===== src/rtl/cone_box_to_ground_position_macros.svh =====
// assertion macros for the cone box to ground position block
// needs clk and rst in the scope of the module that uses them
`ifndef CONE_BOX_TO_GROUND_POSITION_MACROS_SVH
`define CONE_BOX_TO_GROUND_POSITION_MACROS_SVH

// same-cycle implication
`define CBGP_ASSERT_IMPL(label, ante, cons, msg) \
  label: assert property (@(posedge clk) disable iff (rst) (ante) |-> (cons)) else $error(msg);

// next-cycle implication
`define CBGP_ASSERT_NEXT(label, ante, cons, msg) \
  label: assert property (@(posedge clk) disable iff (rst) (ante) |=> (cons)) else $error(msg);

`endif


===== src/rtl/cbgp_sqrt_pipe.sv =====
// pipelined digit-by-digit integer square root, one root bit per stage
// standalone, no package dependencies
`timescale 1ns / 1ps

module cbgp_sqrt_pipe #(
  parameter int RTW = 17
) (
  input  logic             clk,
  input  logic             en,
  input  logic [2*RTW-1:0] radicand,
  output logic [RTW-1:0]   root
);

  logic [2*RTW-1:0] op_q [RTW];
  logic [RTW-1:0]   rt_q [RTW];
  logic [RTW+1:0]   rm_q [RTW];

  for (genvar j = 0; j < RTW; j++) begin : g_digit
    logic [2*RTW-1:0] op_in;
    logic [RTW-1:0]   rt_in;
    logic [RTW+1:0]   rm_in;
    logic [RTW+1:0]   shifted;
    logic [RTW+1:0]   trial;
    logic             ge;

    if (j == 0) begin : g_first
      assign op_in = radicand;
      assign rt_in = '0;
      assign rm_in = '0;
    end else begin : g_rest
      assign op_in = op_q[j-1];
      assign rt_in = rt_q[j-1];
      assign rm_in = rm_q[j-1];
    end

    // bring down the next pair of radicand bits
    assign shifted = {rm_in[RTW-1:0], op_in[2*(RTW-1-j)+1 -: 2]};
    assign trial   = {rt_in, 2'b01};
    assign ge      = shifted >= trial;

    always_ff @(posedge clk) begin
      if (en) begin
        rt_q[j] <= {rt_in[RTW-2:0], ge};
      end
    end

    if (j < RTW-1) begin : g_carry
      always_ff @(posedge clk) begin
        if (en) begin
          op_q[j] <= op_in;
          rm_q[j] <= ge ? shifted - trial : shifted;
        end
      end
    end
  end

  assign root = rt_q[RTW-1];

endmodule


===== config.mk =====
export PLATFORM = sky130hd
export DESIGN_NAME = cbgp_sqrt_pipe
export DESIGN_NICKNAME = d
export VERILOG_FILES = /design/src/rtl/cone_box_to_ground_position_macros.svh /design/src/rtl/cbgp_sqrt_pipe.sv
export SDC_FILE = /design/constraint.sdc
export NUM_CORES = 1
export LEC_CHECK = 0
export BUFFER_PORTS_ARGS = -buffer_cell sky130_fd_sc_hd__buf_2
export CAP_MARGIN = 40
export CORE_ASPECT_RATIO = 0.75
export CORE_UTILIZATION = 40
export DETAILED_ROUTE_END_ITERATION = 6
export GPL_TIMING_DRIVEN = 0
export PLACE_DENSITY_LB_ADDON = 0.05
export SYNTH_ARGS = -nofsm -noshare
export SYNTH_HDL_FRONTEND = slang
export SYNTH_SLANG_ARGS = --single-unit
export TNS_END_PERCENT = 20

===== constraint.sdc =====
create_clock -name clk -period 5.1 [get_ports clk]
set_input_delay 0.51 -clock clk [delete_from_list [all_inputs] [get_ports clk]]
set_output_delay 0.51 -clock clk [all_outputs]
set_load 0.01 [all_outputs]

Word-level counts from Yosys, hierarchy flattened
Memory sizes are Yosys's and may differ from the RTL's.
Cells that the tools add are included.
{ "totals": {"reg_bits": 0, "ramBits": 1190, "in_bits": 36, "word_cells": 54, "mem_count": 3} }
{ "mem_list": {"columns": ["name", "words", "width", "rd", "rd_ports_with_merged_regs", "write_ports", "line", "rtl"], "rows": [
  ["op_q", 17, 34, 16, 0, 16, "cbgp_sqrt_pipe.sv:14", "logic [2*RTW-1:0] op_q [RTW];"],
  ["rm_q", 17, 19, 16, 0, 16, "cbgp_sqrt_pipe.sv:16", "logic [RTW+1:0] rm_q [RTW];"],
  ["rt_q", 17, 17, 17, 0, 17, "cbgp_sqrt_pipe.sv:15", "logic [RTW-1:0] rt_q [RTW];"]
]} }
{ "op_classes": {"addsub": 16, "n_lt_le_gt_ge": 17, "mux": 18} }
{ "op_table": {"columns": ["op", "count"], "rows": [
  ["$ge 19x19->1", 16],
  ["$mux 19", 16],
  ["$sub 19x19->19", 15],
  ["$sub 2x1->3 const B", 1],
  ["$ge 2x1->1 const B", 1],
  ["$mux 1", 2]
]} }

Longest topological paths before layout
Gate-level depths: netlist (run 1).
An unclocked memory read counts as a cell.
{ "logic_depth": {"depth_word": 3, "mapped_depth": 11, "mapped_depth_nobuf": 10} }

Worst setup path after synthesis (run 1)
Ideal clock, no wire load.
{ "synth_timing": {"kind": "reg2reg", "start": "memory rm_q[0][276] in the netlist's numbering", "end": "memory rm_q[0][289] in the netlist's numbering, data pin", "arrival_time_ns": 2.631, "required_time_ns": 4.840, "slack_ns": 2.209, "path_stages_with_launch": 10, "path_cell_list": "edfxtp_1 > ha_1 > clkbuf_1 > nand4_1 > or2_2 > or4_1 > o211ai_1 > o21bai_1 > buf_2 > mux2_2"} }
{ "synth_lines": {"columns": ["item", "line"], "rows": [
  ["start, declared", "cbgp_sqrt_pipe.sv:16"]
]} }

==> metrics.md, run 1 <==
| Metric | Value |
|---|---|
| Die area | 79100 µm² |
| First-pass GRT wire length | 95700 µm |
| Final-report hold violation count | 0 |
| Max FO, Critical Path | 10 |
| Root buffer cell | clkbuf_16 |
| CP Launch Type | flip-flop |
| Total power | 14800 µW |
| Post-synthesis area per instance | 13.2 µm² |
| Measured slew at the worst slew-check pin | 850 ps |
| Die X | 324 µm |
| Most common cell after layout, fill and taps aside | edfxtp_1 |
| Rel. slew slack | 43.0% |
| PnR worst setup slack | 1470 ps |
| Fin util | 46.0% |
| LEAKAGE | 0.0136 µW |
| Antenna Cells | 0 |
| Initial Utilization | 40.5% |
| Most used DFF post-synth | edfxtp_1 |
| Most frequent cells in the layout | 679 x edfxtp_1, 212 x inv_1, 172 x nor2_1, 170 x ha_1, 142 x a21oi_1 |
| Post-Syn Nets | 2565 |
| Number of H-tree levels | 3 |
| Fraction of layout cells with a size suffix above 1 | 8.79% |
| Total Neg Setup Slack | 0 ps |
| Clk_lat worst skew | 630 ps |
| Leading post-synthesis cells by cell area | edfxtp_1 65%, ha_1 6.8%, xnor2_1 2.6%, inv_1 2.6%, a21oi_1 2.3% |
| Die height | 244 µm |
| Vias per cell | 5.06 |
| Pin count of the biggest net entering global routing | 102 |
| Setup Buffers After CTS | 0 |
| DP HPWL | 41700 µm |
| Maximum clock rate | 276 MHz |
| DRC Markers | 0 |
| Cell taking the most area after synthesis | edfxtp_1 |
| Number of max-cap violations | 0 |
| Vias in the first global route | 17.7k |
| Arr. time, crit path | 3960 ps |
| Congestion Overflow GR | 0 |
| Worst slack, placed | 1100 ps |
| Detailed-route wire length | 58800 µm |
| Deepest clock path buffer count | 3 |
| Hold buffers post-CTS | 13 |
| WS Path Type | flip-flop to flip-flop |
| Drt first pass iters | 5 |
| Power density over cell area | 418 nW/µm² |
| Min Clock Period, post-route | 3630 ps |
| Async SR Flop Fraction | 0% |
| Final Cycle Share | 71.2% |
| Crit. End Element | flip-flop |
| Routed via count | 18.2k |
| Mapped cell area | 31200 µm² |
| All-layer global routing usage | 15.0% |
| Final Max Slew Viols | 0 |
| Drt wl/cell | 16.3 µm |
| Clock-pin slew on the worst setup and hold paths | 60 ps |
| Final net count | 2715 |
| CTS resizes | 0 |
| Area grow syn2layout | 13.6% |
| DR iter-0 viols | 1631 |
| WHS | 60.1 ps |
| Post-Synthesis Cells | 2359 |
| Fill cells | 6915 |
| Synth warn | 0 |
| I/O pin count | 53 |
| Synth top area share | 65.3% |
| WP data required | 5430 ps |
| Post-synth EDFFs | 679 |
| Clk sinks | 679 |
| DRT antenna net count | 0 |
| GPL Wtd Cong | 0.940 |
| Row cnt | 88 |
| Port-buffer cells | 52 |
| Worst min-delay path category | primary input to flip-flop |
| Outcome | completed |
| RSZ-0062 raised after global routing | no |
| Num CTS Buffers | 73 |
| Final setup viols | 0 |
| Post-synthesis register bit count | 679 |
| Core ar. | 77100 µm² |
| Sequential share of the synthesized area | 65.3% |
| Initial antenna violation count | 0 |
| Peak supply drop | 0.218 mV |
| Unique masters post-synth | 74 |
| Worst Skew | 43.3 ps |
| CTS tree | built |
==> cells in the mapped netlist, types with 9 or more instances <==
cell type / n
edfxtp_1: 679
inv_1: 212
nor2_1: 172
ha_1: 170
a21oi_1: 142
nand2_1: 123
o21ai_0: 116
xnor2_1: 94
xor2_1: 78
a21o_1: 48
nor3_1: 47
nand3_1: 40
o21a_1: 40
nor4_1: 32
nand2b_1: 30
mux2_2: 27
clkbuf_1: 25
or3_1: 25
a211oi_1: 20
nor2b_1: 19
o31ai_1: 16
a31oi_1: 15
nand4_1: 15
o21bai_1: 12
and3_1: 11
o211ai_1: 11
or2_2: 10
or4_1: 10
and2_1: 9
nor3b_1: 9
==> logic make-up (layout without fill, tap and decap cells) <==
logic type / count (synthesis) / after routing / share of synthesized area, %
and+or+nand+nor: 579 / 579 / 9.18
adders and majority gates: 170 / 170 / 6.82
AOI/OAI and AO/OA: 474 / 474 / 9.47
muxes: 36 / 36 / 1.28
DFF: 679 / 679 / 65.3
buffers and inverters: 248 / 459 / 3.06
other: 1 / 1 / 0.0120
xor gates and xnor gates: 172 / 172 / 4.83
==> power by group <==
group / switching (µW) / total [µW] / internal [µW]
Sequential: 316 / 7240 / 6930
Combinational: 1380 / 2410 / 1030
Clock: 2210 / 5170 / 2960
Total: 3900 / 14800 / 10900
==> critical path, stage by stage, from the launching register on <==
cell,delay [ps]
edfxtp_1,390
ha_1,350
o21a_1,160
nor4_1,410
o21ai_0,340
a221o_1,490
a311o_1,390
buf_2,220
buf_1,350
nor2_1,190
a21oi_1,50
==> stage by stage <==
step | area (µm²) | cells
after floorplan | 31200 | 2359
after global placement | 32800 | 3446
after detailed placement | 33000 | 3456
after CTS | 35500 | 3605
after global routing | 35500 | 3605
final | 35500 | 3605
==> flip-flops by register name, summed over array words and instances, names as in the netlist <==
register	flops
op_q	272
rm_q	254
rt_q	153
==> metal layers <==
| metal | GRT usage, % | routed length [µm] |
|---|---|---|
| met1 | 24.1 | 31900 |
| met5 | 0 | 0 |
| met2 | 20.0 | 22600 |
| met4 | 4.68 | 1340 |
| met3 | 3.00 | 3000 |
==> area by class of cell <==
cell class	instances	area, µm²	area share, %
repair buffers	75	619	1.75
plain buffers	35	156	0.441
clock buffers	92	1920	5.41
inverters	213	800	2.25
well taps	1035	1290	3.65
flip-flops and latches	679	20400	57.5
clock inverters	44	423	1.19
multi-input cells	1432	9860	27.8
==> worst paths after layout <==
check / slack (ps) / end / cells past startpoint / from
setup reg to reg: 1470 / rm_q[0][280]$_DFFE_PP_ / 10 / rm_q[0][247]$_DFFE_PP_
setup / recovery: 1470 / rm_q[0][280]$_DFFE_PP_ / 10 / rm_q[0][247]$_DFFE_PP_
hold reg to reg: 410 / op_q[0][219]$_DFFE_PP_ / 0 / op_q[0][185]$_DFFE_PP_
hold / removal: 60 / op_q[0][22]$_DFFE_PP_ / 1 / radicand[22]
Power figures use the tool's default switching activity.
==> run 2: changes to the inputs <==
clock period = 3.8 ns   (was 5.1 ns; I/O delays follow)
==> run 2 against run 1 <==
Sequential power increased by 34%; core utilization increased by 0.29 points; register-to-register slack got worse by 1200 ps; via count increased by 0.35%; critical path type unchanged; highest routed layer unchanged; count of clock-buffer cells in the layout unchanged.
==> metrics.md, run 2 (synthesis results as in run 1) <==
| Metric | Value |
|---|---|
| Outcome | completed |
| Fill cells | 6896 |
| Clk_lat worst skew | 630 ps |
| LEAKAGE | 0.0137 µW |
| Fraction of layout cells with a size suffix above 1 | 8.84% |
| Congestion Overflow GR | 0 |
| Core ar. | 77100 µm² |
| Vias per cell | 5.04 |
| DRC Markers | 0 |
| Top sig layer | met4 |
| Rel. slew slack | 42.0% |
| Pin count of the biggest net entering global routing | 102 |
| Measured slew at the worst slew-check pin | 864 ps |
| Final Cycle Share | 93.3% |
| Max FFs per register | 272 |
| First-pass GRT wire length | 95900 µm |
| Clock-pin slew on the worst setup and hold paths | 60 ps |
| WL met3 | 2900 µm |
| Dpl cell area | 33000 µm² |
| Drt first pass iters | 6 |
| Final-report hold violation count | 0 |
| Max FO, Critical Path | 10 |
| Most common cell after layout, fill and taps aside | edfxtp_1 |
| Final Max Slew Viols | 0 |
| Crit. End Element | flip-flop |
| Final setup viols | 0 |
| Switching power | 5240 µW |
| Die X | 324 µm |
| GPL Wtd Cong | 0.940 |
| Die height | 244 µm |
| Port-buffer cells | 52 |
| Worst Skew | 43.4 ps |
| Worst slack, placed | -69.5 ps |
| Deepest clock path buffer count | 3 |
| DRT antenna net count | 0 |
| WS Path Type | flip-flop to flip-flop |
| WL met2 | 22600 µm |
| Largest Register | op_q |
| Initial Utilization | 40.5% |
| Top Registers | op_q: 272 flops, rm_q: 254 flops, rt_q: 153 flops |
| Peak supply drop | 0.293 mV |
| Number of max-cap violations | 0 |
| Storage element area | 20400 µm² |
| Antenna Cells | 0 |
| Final Cell Area | 35700 µm² |
| Combinational group share of total power | 16.3% |
| Area occupied by multi-input gates | 9870 µm² |
| Power density over cell area | 558 nW/µm² |
| Clk sinks | 679 |
| Sequential power share | 48.8% |
| Num CTS Buffers | 73 |
| WP data required | 4160 ps |
| Area grow syn2layout | 14.4% |
| Root buffer cell | clkbuf_16 |
| Setup Buffers After CTS | 0 |
| P_int | 14700 µW |
| CP Launch Type | flip-flop |
| Detailed-route wire length | 58900 µm |
| Row cnt | 88 |
| PnR worst setup slack | 255 ps |
| DR iter-0 viols | 1687 |
| Sw frac | 26.3% |
| Routed via count | 18.3k |
| I/O pin count | 53 |
| Clk pwr share | 34.8% |
| DRT met1 WL | 32100 µm |
| Final net count | 2736 |
| Min Clock Period, post-route | 3550 ps |
| CTS tree | built |
| Vias in the first global route | 17.8k |
| Worst min-delay path category | primary input to flip-flop |
| Most frequent cells in the layout | 679 x edfxtp_1, 212 x inv_1, 172 x nor2_1, 170 x ha_1, 142 x a21oi_1 |
| Initial antenna violation count | 0 |
| Drt wl/cell | 16.3 µm |
| Arr. time, crit path | 3910 ps |
| RSZ-0062 raised after global routing | no |
| Total Neg Setup Slack | 0 ps |
| Die area | 79100 µm² |
| DP HPWL | 41700 µm |
| All-layer global routing usage | 15.1% |
| Number of H-tree levels | 3 |
| Maximum clock rate | 282 MHz |
==> run 2: layout make-up <==
type	count	area share, %
buffer	35	0.442
clock buffer	92	5.38
clock inverter	44	1.19
inverter	213	2.24
multi-input combinational	1432	27.7
sequential	679	57.1
tap	1035	3.63
timing repair buffer	96	2.32
==> run 2: routing by layer <==
layer	vias to the layer above	global-route usage, %
met2	371	20.1
met1	8730	24.1
met3	100	2.99
met5	-	0
met4	0	4.68
li1	9088	-
==> run 2: worst paths after layout <==
kind	startpoint	to	slack (ps)	cells past startpoint
min	radicand[32]	rm_q[0][0]$_DFFE_PP_	60	2
min reg2reg	op_q[0][185]$_DFFE_PP_	op_q[0][219]$_DFFE_PP_	410	0
max reg2reg	rt_q[14][10]$_DFFE_PP_	rm_q[0][299]$_DFFE_PP_	250	10
max	rt_q[14][10]$_DFFE_PP_	rm_q[0][299]$_DFFE_PP_	250	10
==> run 2: power groups by stage <==
stage | logic [µW] | clock network, µW | registers (µW)
final | 3250 | 6930 | 9720
after floorplan | 2340 | 0 | 9720
after CTS | 3230 | 7210 | 9730
after detailed placement | 3170 | 0 | 9890
after global placement | 3090 | 0 | 10000
after global routing | 3660 | 7460 | 9820
==> run 2: through the flow <==
stage                     std cells  hold WS (ps)  power [µW]  util [%]
final                          3626          64.9       19900      46.3
after global routing           3626          42.8       20900      46.3
after CTS                      3626          3.51       20200      46.3
after detailed placement       3456           405       13100      42.8
after global placement         3446           400       13100      42.5
after floorplan                2359           400       12100         -
==> run 2: critical path, stage by stage, from the launching register on <==
cell and delay, ps:
edfxtp_1 380, inv_1 60, ha_1 260, clkbuf_1 290
nand4_1 190, or2_2 410, or4_1 650, o211ai_1 190
o21bai_1 170, buf_2 300, mux2_2 390
==> run 2: repair_timing <==
action | CTS | global route
hold endpoints to repair | 33 | 0
hold buffers | 34 | 0
resized for setup | 0 | 4
setup endpoints to repair | 0 | 10
==> run 3: changes to the inputs <==
CORE_UTILIZATION = 30   (was 40)
CTS_BUF_LIST = sky130_fd_sc_hd__clkbuf_4   (was unset)
==> run 3 against run 2 <==
Clock power decreased by 5.8%; combinational power rose by 2%; global-route usage down 2.6 points; highest routed layer unchanged.
==> metrics.md, run 3 (synthesis results as in run 1) <==
| Metric | Value |
|---|---|
| Vias per cell | 4.59 |
| Die height | 281 µm |
| Rel. slew slack | 45.3% |
| Max FFs per register | 272 |
| Crit path max-delay cell type | nor4_1 |
| Reg2reg setup slack | 150 ps |
| DRC Markers | 0 |
| Area grow syn2layout | 16.8% |
| WP data required | 4560 ps |
| Vias in the first global route | 18.7k |
| DR iter-0 viols | 1487 |
| Die area | 105000 µm² |
| Hold Crit Start | op_q[0][284]$_DFFE_PP_ |
| Initial antenna violation count | 3 |
| Fraction of layout cells with a size suffix above 1 | 14.9% |
| Most used routing layer | met1 |
| Max FO, Critical Path | 10 |
| Final-report hold violation count | 0 |
| Final Max Slew Viols | 0 |
| I/O pin count | 53 |
| Hold endpoint | op_q[0][318]$_DFFE_PP_ |
| Power density over cell area | 537 nW/µm² |
| Root buffer cell | clkbuf_4 |
| Number of H-tree levels | 4 |
| Most frequent cells in the layout | 679 x edfxtp_1, 272 x clkbuf_4, 212 x inv_1, 172 x nor2_1, 170 x ha_1 |
| GPL Wtd Cong | 0.884 |
| DRT antenna net count | 0 |
| Crit. End Element | flip-flop |
| Number of max-cap violations | 0 |
| Met2 usage | 15.9% |
| Combinational group share of total power | 16.9% |
| WHS Path Cells | 0 |
| Drt first pass iters | 6 |
| Worst Skew | 60.4 ps |
| Pin count of the biggest net entering global routing | 122 |
| CP startpoint | rm_q[0][257]$_DFFE_PP_ |
| Worst r2r src | rm_q[0][257]$_DFFE_PP_ |
| Routed via count | 19.1k |
| Maximum clock rate | 274 MHz |
| Final setup viols | 0 |
| Deepest clock path buffer count | 3 |
| Drt wl/cell | 15.5 µm |
| Largest Register | op_q |
| Switching power | 5450 µW |
| P_int | 14100 µW |
| WS Path Type | flip-flop to flip-flop |
| Slowest stage delay, CP | 690 ps |
| Detailed-route wire length | 64600 µm |
| Congestion Overflow GR | 0 |
| Num CTS Buffers | 186 |
| Global routing met1 resource utilization | 18.6% |
| Core ar. | 103000 µm² |
| Most common cell after layout, fill and taps aside | edfxtp_1 |
| Sequential power share | 49.7% |
| Clock-pin slew on the worst setup and hold paths | 60 ps |
| Arr. time, crit path | 4410 ps |
| Clk_lat worst skew | 1080 ps |
| DP HPWL | 44600 µm |
| Top Registers | op_q: 272 flops, rm_q: 254 flops, rt_q: 153 flops |
| LEAKAGE | 0.0141 µW |
| Setup Buffers After CTS | 0 |
| RSZ-0062 raised after global routing | yes |
| Storage element area | 20400 µm² |
| CTS tree | built |
| R2R depth | 9 |
| Min Clock Period, post-route | 3650 ps |
| All-layer global routing usage | 12.5% |
| Area occupied by multi-input gates | 9870 µm² |
| Port-buffer cells | 52 |
| Peak supply drop | 0.243 mV |
| Final net count | 2887 |
| Measured slew at the worst slew-check pin | 813 ps |
| CP Launch Type | flip-flop |
| R2R Path End | rm_q[0][274]$_DFFE_PP_ |
| Die X | 374 µm |
| Dpl cell area | 33400 µm² |
| Clk sinks | 679 |
| Cells along the critical path | ha_1, and3_1, nand2_1, nor4_1, or3_1, a311o_1, buf_2, buf_1, a21oi_1 |
| Worst min-delay path category | flip-flop to flip-flop |
| Fill cells | 10.1k |
| First-pass GRT wire length | 103000 µm |
| Initial Utilization | 30.3% |
| Sw frac | 27.8% |
| Final Cell Area | 36400 µm² |
| Outcome | completed |
| GRT met3 Usage | 3.84% |
| Final Cycle Share | 96.1% |
| Row cnt | 102 |
| Total Neg Setup Slack | 0 ps |
| Clk pwr share | 33.3% |
-- run 3: changes by cell type in the layout (fill, tap and decap cells not counted), sizes merged --
| cell | delta |
|---|---|
| clkbuf | +180 |
| dlygate4sd3 | +37 |
| clkinv | -9 |
| inv | +6 |
| diode | +5 |
| bufinv | -3 |
| buf | +1 |
| clkinvlp | -1 |
-- run 3: worst max path at each step --
stage	slack, ps	endpoint	cells past startpoint
6_report	150	rm_q[0][274]$_DFFE_PP_	9
5_1_grt	-30	rm_q[0][196]$_DFFE_PP_	11
4_1_cts	50	rm_q[0][271]$_DFFE_PP_	10
3_5_place_dp	20	rm_q[0][179]$_DFFE_PP_	7
3_3_place_gp	-8570	rm_q[0][179]$_DFFE_PP_	1
2_1_floorplan	910	rm_q[0][289]$_DFFE_PP_	9
-- run 3: stage by stage --
stage / hold slack, ps / utilization [%] / cells / total power (µW) / worst slack, ps
CTS: 318 / 35.3 / 4154 / 20000 / 50.8
global placement: 400 / 32.2 / 3763 / 13200 / -8570
finish: 382 / 35.3 / 4159 / 19600 / 149
floorplan: 400 / - / 2359 / 12100 / 909
detailed placement: 405 / 32.4 / 3774 / 13100 / 24.5
global route: 382 / 35.3 / 4159 / 20900 / -27.0
-- run 3: final cells by class --
| type | instances | share of cell area, % |
|---|---|---|
| Antenna cell | 5 | 0.0343 |
| Buffer | 35 | 0.433 |
| Clock buffer | 272 | 5.61 |
| Clock inverter | 37 | 0.728 |
| Inverter | 213 | 2.19 |
| Multi-Input combinational cell | 1432 | 27.1 |
| Sequential cell | 679 | 56.0 |
| Tap cell | 1352 | 4.64 |
| Timing Repair Buffer | 134 | 3.31 |
-- run 3: critical path: cells and delay by family (launching register included) --
family | cells | cell delay, ps
simple gates | 4 | 1350
buf+inv | 2 | 890
compound gates | 2 | 280
flops | 1 | 400
fa+ha+maj | 1 | 400
-- run 3: power groups by stage --
stage / Combinational, µW / Sequential, µW / Clock [µW]
finish: 3320 / 9730 / 6530
global route: 3720 / 9820 / 7310
CTS: 3290 / 9750 / 6950
detailed placement: 3210 / 9910 / 0
global placement: 3160 / 10100 / 0
floorplan: 2340 / 9720 / 0
-- run 3: layer usage --
layer	wire length (µm)	part of all wire [%]
met4	1720	2.7
met1	34100	53
met2	24200	37
met3	4630	7.2
met5	0	0
-- run 3: repair_timing --
action,CTS,global route
hold buffers,71,0
resized for setup,0,4
endpoints found under the setup margin,0,24
endpoints found under the hold margin,155,0
